<file path="config.mk">
export PLATFORM = sky130hd
export DESIGN_NAME = rbbs_ctrl
export DESIGN_NICKNAME = d
export VERILOG_FILES = /design/src/sv/rbbs_pkg.sv /design/src/sv/rbbs_ctrl.sv
export SDC_FILE = /design/constraint.sdc
export NUM_CORES = 1
export LEC_CHECK = 0
export BUFFER_PORTS_ARGS = -buffer_cell sky130_fd_sc_hd__buf_2
export CAP_MARGIN = 25
export CORE_ASPECT_RATIO = 0.9
export CORE_UTILIZATION = 45
export DETAILED_ROUTE_END_ITERATION = 7
export GPL_TIMING_DRIVEN = 1
export PLACE_DENSITY = 0.7
export SLEW_MARGIN = 20
export SYNTH_ARGS = -nofsm -noshare
export SYNTH_HDL_FRONTEND = slang
export SYNTH_SLANG_ARGS = --single-unit
</file>
<file path="constraint.sdc">
create_clock -name clk_i -period 9.99 [get_ports clk_i]
set_clock_uncertainty 0.05 [all_clocks]
set_input_delay 0.4995 -clock clk_i [delete_from_list [all_inputs] [get_ports clk_i]]
set_output_delay 0.4995 -clock clk_i [all_outputs]
set_load 0.005 [all_outputs]
</file>
<file path="src/sv/rbbs_pkg.sv">
package rbbs_pkg;

  // Default ring depth in bytes
  localparam int unsigned BufDepthDefault = 4096;

  localparam int unsigned ByteW   = 8;
  localparam int unsigned PeriodW = 32;
  localparam int unsigned BitPosW = 3;

  // Request codes
  localparam logic [1:0] ReqTick   = 2'd0;
  localparam logic [1:0] ReqWrite  = 2'd1;
  localparam logic [1:0] ReqCancel = 2'd2;

  // Write status codes
  localparam logic [1:0] WsNone   = 2'd0;
  localparam logic [1:0] WsOk     = 2'd1;
  localparam logic [1:0] WsFull   = 2'd2;
  localparam logic [1:0] WsNoRate = 2'd3;

  // Bit position after reset, so the first bit driven is bit 0
  localparam logic [BitPosW-1:0] BitPosReset = 3'd7;
  localparam logic [BitPosW-1:0] BitPosLast  = 3'd7;

  // Input beat
  typedef struct packed {
    logic [1:0]       req_type;
    logic [ByteW-1:0] data_byte;
  } in_t;

  // Result beat
  typedef struct packed {
    logic       pin_level;
    logic       bit_sent;
    logic [1:0] write_status;
    logic       space_ready;
    logic       busy_res;
  } out_t;

  // Control outcome of one item, handed from the control stage to the pin stage
  typedef struct packed {
    logic               bit_sent;
    logic [BitPosW-1:0] bit_pos;
    logic [1:0]         write_status;
    logic               space_ready;
    logic               busy_res;
  } stage_t;

endpackage

</file>
<file path="src/sv/rbbs_ctrl.sv">
module rbbs_ctrl #(
  parameter int unsigned BufDepth = rbbs_pkg::BufDepthDefault,
  localparam int unsigned AddrW = $clog2(BufDepth)
) (
  input  logic                         clk_i,
  input  logic                         rst_ni,
  input  logic                         item_valid_i,
  input  rbbs_pkg::in_t                item_i,
  input  logic                         cfg_we_i,
  input  logic [rbbs_pkg::PeriodW-1:0] cfg_data_i,
  output rbbs_pkg::stage_t             stage_o,
  output logic                         mem_we_o,
  output logic [AddrW-1:0]             mem_waddr_o,
  output logic [rbbs_pkg::ByteW-1:0]   mem_wdata_o,
  output logic                         mem_re_o,
  output logic [AddrW-1:0]             mem_raddr_o
);
  import rbbs_pkg::*;

  localparam logic [AddrW-1:0] LastAddr = AddrW'(BufDepth - 1);
  localparam logic [AddrW:0]   DepthW   = (AddrW + 1)'(BufDepth);
  localparam logic [AddrW:0]   QuarterW = (AddrW + 1)'(BufDepth / 4);

  logic [PeriodW-1:0] period_q;
  logic [PeriodW-1:0] tick_q, tick_d;
  logic [AddrW-1:0]   rp_q, rp_d, wp_q, wp_d;
  logic               full_q, full_d;
  logic               run_q, run_d;
  logic               stop_q, stop_d;
  logic [BitPosW-1:0] bitpos_q, bitpos_d;

  logic [AddrW-1:0]   rp_wrap, wp_wrap;
  logic [AddrW:0]     used_after;
  logic               tick_hit;
  logic [BitPosW-1:0] bitpos_inc;

  // Pointer arithmetic
  assign rp_wrap    = (rp_q == LastAddr) ? '0 : rp_q + 1'b1;
  assign wp_wrap    = (wp_q == LastAddr) ? '0 : wp_q + 1'b1;
  assign used_after = (wp_q >= rp_wrap) ? ({1'b0, wp_q} - {1'b0, rp_wrap})
                                        : ({1'b0, wp_q} + DepthW - {1'b0, rp_wrap});
  assign tick_hit   = ({1'b0, tick_q} + 33'd1) >= {1'b0, period_q};
  assign bitpos_inc = bitpos_q + 1'b1;

  // Next state for one accepted item
  always_comb begin
    tick_d      = tick_q;
    rp_d        = rp_q;
    wp_d        = wp_q;
    full_d      = full_q;
    run_d       = run_q;
    stop_d      = stop_q;
    bitpos_d    = bitpos_q;
    stage_o     = '0;
    stage_o.bit_pos = bitpos_q;
    mem_we_o    = 1'b0;
    mem_waddr_o = wp_q;
    mem_wdata_o = item_i.data_byte;
    mem_re_o    = 1'b0;
    mem_raddr_o = rp_q;
    if (item_valid_i) begin
      unique case (item_i.req_type)
        ReqTick: begin
          if (run_q) begin
            if (tick_hit) begin
              tick_d = '0;
              if (stop_q) begin
                run_d  = 1'b0;
                stop_d = 1'b0;
              end else begin
                // Bit time: fetch the current byte, drive the next bit
                bitpos_d         = bitpos_inc;
                stage_o.bit_sent = 1'b1;
                stage_o.bit_pos  = bitpos_inc;
                mem_re_o         = 1'b1;
                if (bitpos_inc == BitPosLast) begin
                  rp_d = rp_wrap;
                  if (full_q && (used_after < QuarterW)) begin
                    full_d = 1'b0;
                  end else if (rp_wrap == wp_q) begin
                    run_d = 1'b0;
                  end
                end
              end
            end else begin
              tick_d = tick_q + 1'b1;
            end
          end
        end
        ReqWrite: begin
          if (period_q == '0) begin
            stage_o.write_status = WsNoRate;
          end else if (full_q) begin
            stage_o.write_status = WsFull;
          end else begin
            mem_we_o = 1'b1;
            wp_d     = wp_wrap;
            if (wp_wrap == rp_q) begin
              full_d = 1'b1;
            end
            if (!run_q) begin
              run_d  = 1'b1;
              tick_d = '0;
            end
            stage_o.write_status = WsOk;
          end
        end
        ReqCancel: begin
          if (run_q) begin
            stop_d = 1'b1;
          end
        end
        default: ;
      endcase
    end
    stage_o.space_ready = !full_d;
    stage_o.busy_res    = run_d;
  end

  // Control state
  always_ff @(posedge clk_i or negedge rst_ni) begin
    if (!rst_ni) begin
      tick_q   <= '0;
      rp_q     <= '0;
      wp_q     <= '0;
      full_q   <= 1'b0;
      run_q    <= 1'b0;
      stop_q   <= 1'b0;
      bitpos_q <= BitPosReset;
    end else begin
      tick_q   <= tick_d;
      rp_q     <= rp_d;
      wp_q     <= wp_d;
      full_q   <= full_d;
      run_q    <= run_d;
      stop_q   <= stop_d;
      bitpos_q <= bitpos_d;
    end
  end

  // Bit period register
  always_ff @(posedge clk_i or negedge rst_ni) begin
    if (!rst_ni) begin
      period_q <= '0;
    end else if (cfg_we_i) begin
      period_q <= cfg_data_i;
    end
  end

  // A pending stop only exists while output runs
  assert property (@(posedge clk_i) disable iff (!rst_ni) stop_q |-> run_q)
    else $error("stop request without running output");

  // The single memory sees at most one access per item
  assert property (@(posedge clk_i) disable iff (!rst_ni) !(mem_we_o && mem_re_o))
    else $error("memory read and write in the same cycle");

  // No byte is stored while the rate is unset
  assert property (@(posedge clk_i) disable iff (!rst_ni)
    (period_q == '0) |-> !mem_we_o)
    else $error("byte stored with zero bit period");

  // Bit position moves only when a bit is driven
  assert property (@(posedge clk_i) disable iff (!rst_ni)
    !stage_o.bit_sent |=> (bitpos_q == $past(bitpos_q)))
    else $error("bit position moved without a bit");

endmodule

</file>
== Word level (Yosys, flattened, before mapping) ==
Index checks and enable logic that the tools add are counted.
Cells by class
  divide/modulo/power cells: 0
  bitwise operators: 3
  muxes and demuxes: 50
  multiply operators: 0
  shift operators: 0
  equal/unequal tests: 13
  add/sub/neg operators: 8
  reductions and logical operators: 11
  $lt $le $gt $ge: 3
Operator list (number)
  $mux 32: 5
  $pmux 32 s2: 1
  $add 32x1->33 const B: 1
  $ge 33x32->1: 1
  $add 32x1->32 const B: 1
  $logic_not 32->1: 1
  $mux 1: 30
  $add 12x1->12 const B: 2
  $eq 12x12->1: 2
  $eq 12x12->1 const B: 2
  $mux 12: 2
  $mux 4: 4
  $add 12x13->13 const B: 1
  $lt 13x11->1 const B: 1
  $mux 13: 1
  $sub 12x12->13: 1
  $sub 13x12->13: 1
  $ge 12x12->1: 1
  $ne 2x2->1 const B: 6
  $reduce_and 6->1: 2
  $reduce_and 5->1: 2
  $mux 2: 3
  $mux 6: 1
  $pmux 1 s2: 3
  other kinds (10): 13
Word-level totals
  memories: 0
  input bits: 46
  register bits: 94
  latch bits: 0
  bits in writable memories: 0
  output and inout bits: 42
  word-level logic and storage cells: 96
  memory bits (read-only): 0

== Longest topological paths before layout ==
  depth in word-level cells: 14
  mapped depth: 20
  depth with buffers taken out: 17

== Least setup slack after synthesis ==
OpenSTA, ideal clock, no wires.
  path type: register -> output
  from: reg tick_q[0]
  to: out stage_o[0] (netlist bit)
  arrival: 3.745 ns
  buffers on the path: 3
  cell stages (with the launch flop): 20
  data required time: 9.441 ns
  path slack: 5.695 ns
  cell sequence: dfrtp_1 > ha_1 > nand4_1 > nor2_1 > and3_1 > clkbuf_1 > nand3_1 > or2_2 > nand2_1 > ha_1 > a21oi_1 > o21ai_0 > a221oi_1 > nand3_1 > o21ai_1 > and2_2 > buf_2 > o21ai_0 > a211oi_1 > buf_4
Between the ends
  longest elaborated chain between the ends: 6
Ends and longest elaborated chain
  from (decl): RTL line rbbs_ctrl.sv:25  | logic [PeriodW-1:0] tick_q, tick_d;
  from (signal assigned): RTL line rbbs_ctrl.sv:131  | tick_q <= tick_d;
  $add 32x1->33: RTL line rbbs_ctrl.sv:42  | assign tick_hit = ({1'b0, tick_q} + 33'd1) >= {1'b0, period_q};
  $ge 33x32->1: RTL line rbbs_ctrl.sv:42
  $mux 1: RTL line rbbs_ctrl.sv:65  | if (tick_hit) begin
  $mux 1: RTL line rbbs_ctrl.sv:64  | if (run_q) begin
  $pmux 1 s2: RTL line rbbs_ctrl.sv:62  | unique case (item_i.req_type)
  $mux 1: RTL line rbbs_ctrl.sv:61  | if (item_valid_i) begin
  to (decl): RTL line rbbs_ctrl.sv:11  | output rbbs_pkg::stage_t stage_o,
No other way between the ends.

==> summary.txt <==
STA
  – Worst slew pin tran: 1030 ps
  – RSZ-0062 raised after global routing: false
  – Hold slack: approximately 70 ps
  – Fmax: roughly 190 MHz
  – Final Max Tran Viols: 0
  – Final setup fails: 0
  – Normalized max-slew margin: 0.311
  – Final hold violation count: 0
  – Post-route minimum period: 5190 ps
  – Final worst setup slack: 4800 ps
  – Fin Setup TNS: 0 ps
  – Fin crit share: 0.520

Synth
  – Synth Warn #: 0
  – Post-synth cell types: between 60 and 70
  – EDFF count, synth: 0
  – Synth Area per Inst: 8.82 um^2
  – Ys async rst share: 1.00
  – Synthesized cell area: approximately 0.0064 mm^2
  – Top FF cell, synth: dfrtp_1
  – Yosys reg bits: 94
  – Mapped Nets: slightly above 800
  – Sequential share of the synthesized area: 0.365
  – Syn Inst Count: between 700 and 800

Floorplan
  – Starting Density: 0.460
  – Die width: approximately 130 um
  – Core ar.: around 0.014 mm^2
  – Number of cell rows: about 40
  – Ports: 88
  – Die area: ~0.015 mm^2
  – Die height: about 120 um

Global routing
  – Vias in the first global route: a little under 5,000
  – Largest net degree at the start of global routing: 64
  – Gr usage total: 0.215
  – Global route overflow: 0
  – Global-route wire length before repair: around 25 mm
  – Initial antenna violation count: 0

Clock network
  – Root Buffer: clkbuf_16
  – CTS buffer count: 9
  – Worst-Skew Late Latency: around 360 ps
  – # hold bufs at CTS: 0
  – Clock-pin slew on the worst setup and hold paths: ~80 ps
  – Post-CTS Resized: 0
  – CTS tree: yes
  – Postcts setup bufs: 0
  – Clk buf depth: 2
  – Clk sinks: 94
  – # H-tree levels: 3

Place
  – Final HPWL DP: roughly 12 mm
  – Place WS: 5170 ps
  – Placer congestion estimate: ~0.86
  – Port buffer count: between 70 and 80

Power
  – Leak Pwr: roughly 3.4 nW
  – Sw Share: 0.311
  – Peak supply drop: approximately 0.093 mV
  – Sequential share of power: 0.476
  – P_sw: just under 0.3 mW
  – Power Total: 0.926 mW
  – Pwr/cell area: 129 mW/mm^2
  – Combinational power share: 0.148
  – Clock power share: 0.376
  – Internal power: between 0.6 and 0.7 mW

Run
  – Max Cap Viol: 0

Worst setup path
  – Setup crit end kind: primary output
  – Worst setup path category: register to primary output
  – Crit path max-delay family: simple AND/OR/NAND/NOR gates
  – Slowest Stage Delay on Critical Path: ~430 ps
  – CP required: around 9400 ps
  – CP startpoint kind: register
  – Crit path max-delay cell type: dfrtp_1
  – CP arrival: between 4000 and 5000 ps
  – Bufs and invs on worst path: 1
  – Critical-path cell list: ha_1, nand4_1, nor2_1, and3_1, nand3_1, or2_2, nand2_1, ha_1, a21oi_1, o21ai_0, a221oi_1, nand3_1, o21ai_1, and2_2, o21ai_0, a211oi_1, buf_2
  – Crit Path Max Fanout: 12

Detailed routing
  – DR pass1 iterations: 5
  – Post-DRT Antenna Nets: 0
  – Initial DRC count: approximately 410
  – Routed WL: ~15 mm
  – Vias per Instance: roughly 5.5
  – DRC violations left: 0
  – Via count: between 5,000 and 6,000
  – Post-DR wirelength/cell: 15.7 um

Final layout
  – Share of cells above drive strength 1: 0.152
  – Area occupied by multi-input gates: about 0.0037 mm^2
  – Final core utilization: 0.511
  – Filler cells: about 1,300
  – Layout area overhead: 10.9%
  – Seq. cell area: approximately 0.0024 mm^2
  – Nets: about 870
  – N_diodes: 0

Hold path
  – Hold Path Class: input pin to asynchronous set/reset pin

Outcome
  – Status: finished clean
final timing paths:
path                          startpoint           to  slack, ps  cells past startpoint
setup reg to reg               tick_q[0]   tick_q[18]       5320                     16
min in group clk_i         cfg_data_i[8]  period_q[8]        290                      3
max in group asynchronous         rst_ni   tick_q[19]       8730                      2
setup / recovery               tick_q[0]   stage_o[0]       4800                     17
hold reg to reg               tick_q[24]   tick_q[24]        440                      1
hold / removal                    rst_ni  period_q[8]         70                      1
worst reg2reg max path, stage by stage (launching register included):
cell and delay [ps]:
dfrtp_1 430, ha_1 270, nand4_1 210, nor2_1 350, and3_1 300, nand3_1 110
or2_2 290, nand2_1 90, ha_1 240, a21oi_1 120, o21ai_0 110, a221oi_1 320
nand3_1 110, o21ai_1 250, and3_1 890, o21ai_0 210, a31oi_1 230
cells in the final DEF, fill, tap and decap left out, types with 15 or more instances in the layout:
cell,synthesis,final
dfrtp_1,91,91
nand2_1,86,86
buf_2,8,70
o21ai_0,56,56
inv_1,49,49
ha_1,49,49
xnor2_1,43,43
a21oi_1,40,40
nand3_1,36,36
nor2_1,27,27
xor2_1,20,20
nand4_1,16,16
nor4_1,15,15
synthesized netlist by cell type, drive strengths merged (2+ instances only):
cell type   n  area (um^2)
nor3b       2         20.0
nor3       13         81.3
nor4       17          128
nand2      87          329
o21ai      60          300
ha         49          613
a22o       10         87.6
xnor2      43          377
dfrtp      91         2280
xor2       20          175
a211oi      5         42.5
a21oi      40          200
o211ai      3         22.5
nor2b       6         37.5
a21o       11         82.6
mux2i       6         60.1
clkbuf     14         53.8
nand3      38          200
nor2       29          114
o211a       2         20.0
or4         2         15.0
dfstp       3         78.8
mux2        2         22.5
nand4      18          134
or2         4         25.0
buf        25          164
and2        9         57.6
o31ai       8         60.1
a31oi      13         87.6
or3         6         37.5
inv        49          184
and3       10         62.6
nand2b     13         81.3
o21a        6         45.0
o31a        2         17.5
and4        5         46.3
area by class of cell:
cell class,count,share of cell area
well taps,193,0.0338
clock buffers,9,0.0315
flip-flops and latches,94,0.329
repair buffers,74,0.0532
multi-input cells,548,0.515
inverters,50,0.0262
clock inverters,7,0.0105
sequential cells by signal, summed over array words and instances (netlist names), named ones only:
signal       cells
mem_waddr_o     12
run_q            1
period_q        32
bitpos_q         3
mem_raddr_o     12
tick_q          32
stop_q           1
stage by stage:
step                      instance area [um^2]  instances
after global placement                    6850        959
after floorplan                           6450        731
final                                     7150        975
after detailed placement                  6850        959
after global routing                      7150        975
after CTS                                 7150        975
logic make-up after synthesis:
kind of cell             after synthesis  synth area share
AO/OA/AOI/OAI                        167             0.163
multiplexers                           8            0.0128
AND/OR/NAND/NOR                      261             0.215
flip-flops                            94             0.365
XOR/XNOR                              63            0.0856
buffers and inverters                 89            0.0629
adder cells (fa/ha/maj)               49            0.0951
routing by layer:
layer / vias to the layer above / part of all wire / track usage
met1: 2543 / 0.52 / 0.325
met3: 10 / 0.046 / 0.0360
met2: 126 / 0.42 / 0.306
li1: 2661 / - / -
met4: 0 / 0.012 / 0.0784
met5: - / 0 / 0
power groups by stage:
stage	combinational, mW	clock (mW)	sequential, mW
finish	0.137	0.348	0.440
global route	0.157	0.371	0.444
CTS	0.139	0.359	0.439
detailed placement	0.138	0	0.446
global placement	0.134	0	0.444
floorplan	0.0999	0	0.432
Note: power is estimated with default switching activity, not from simulation.
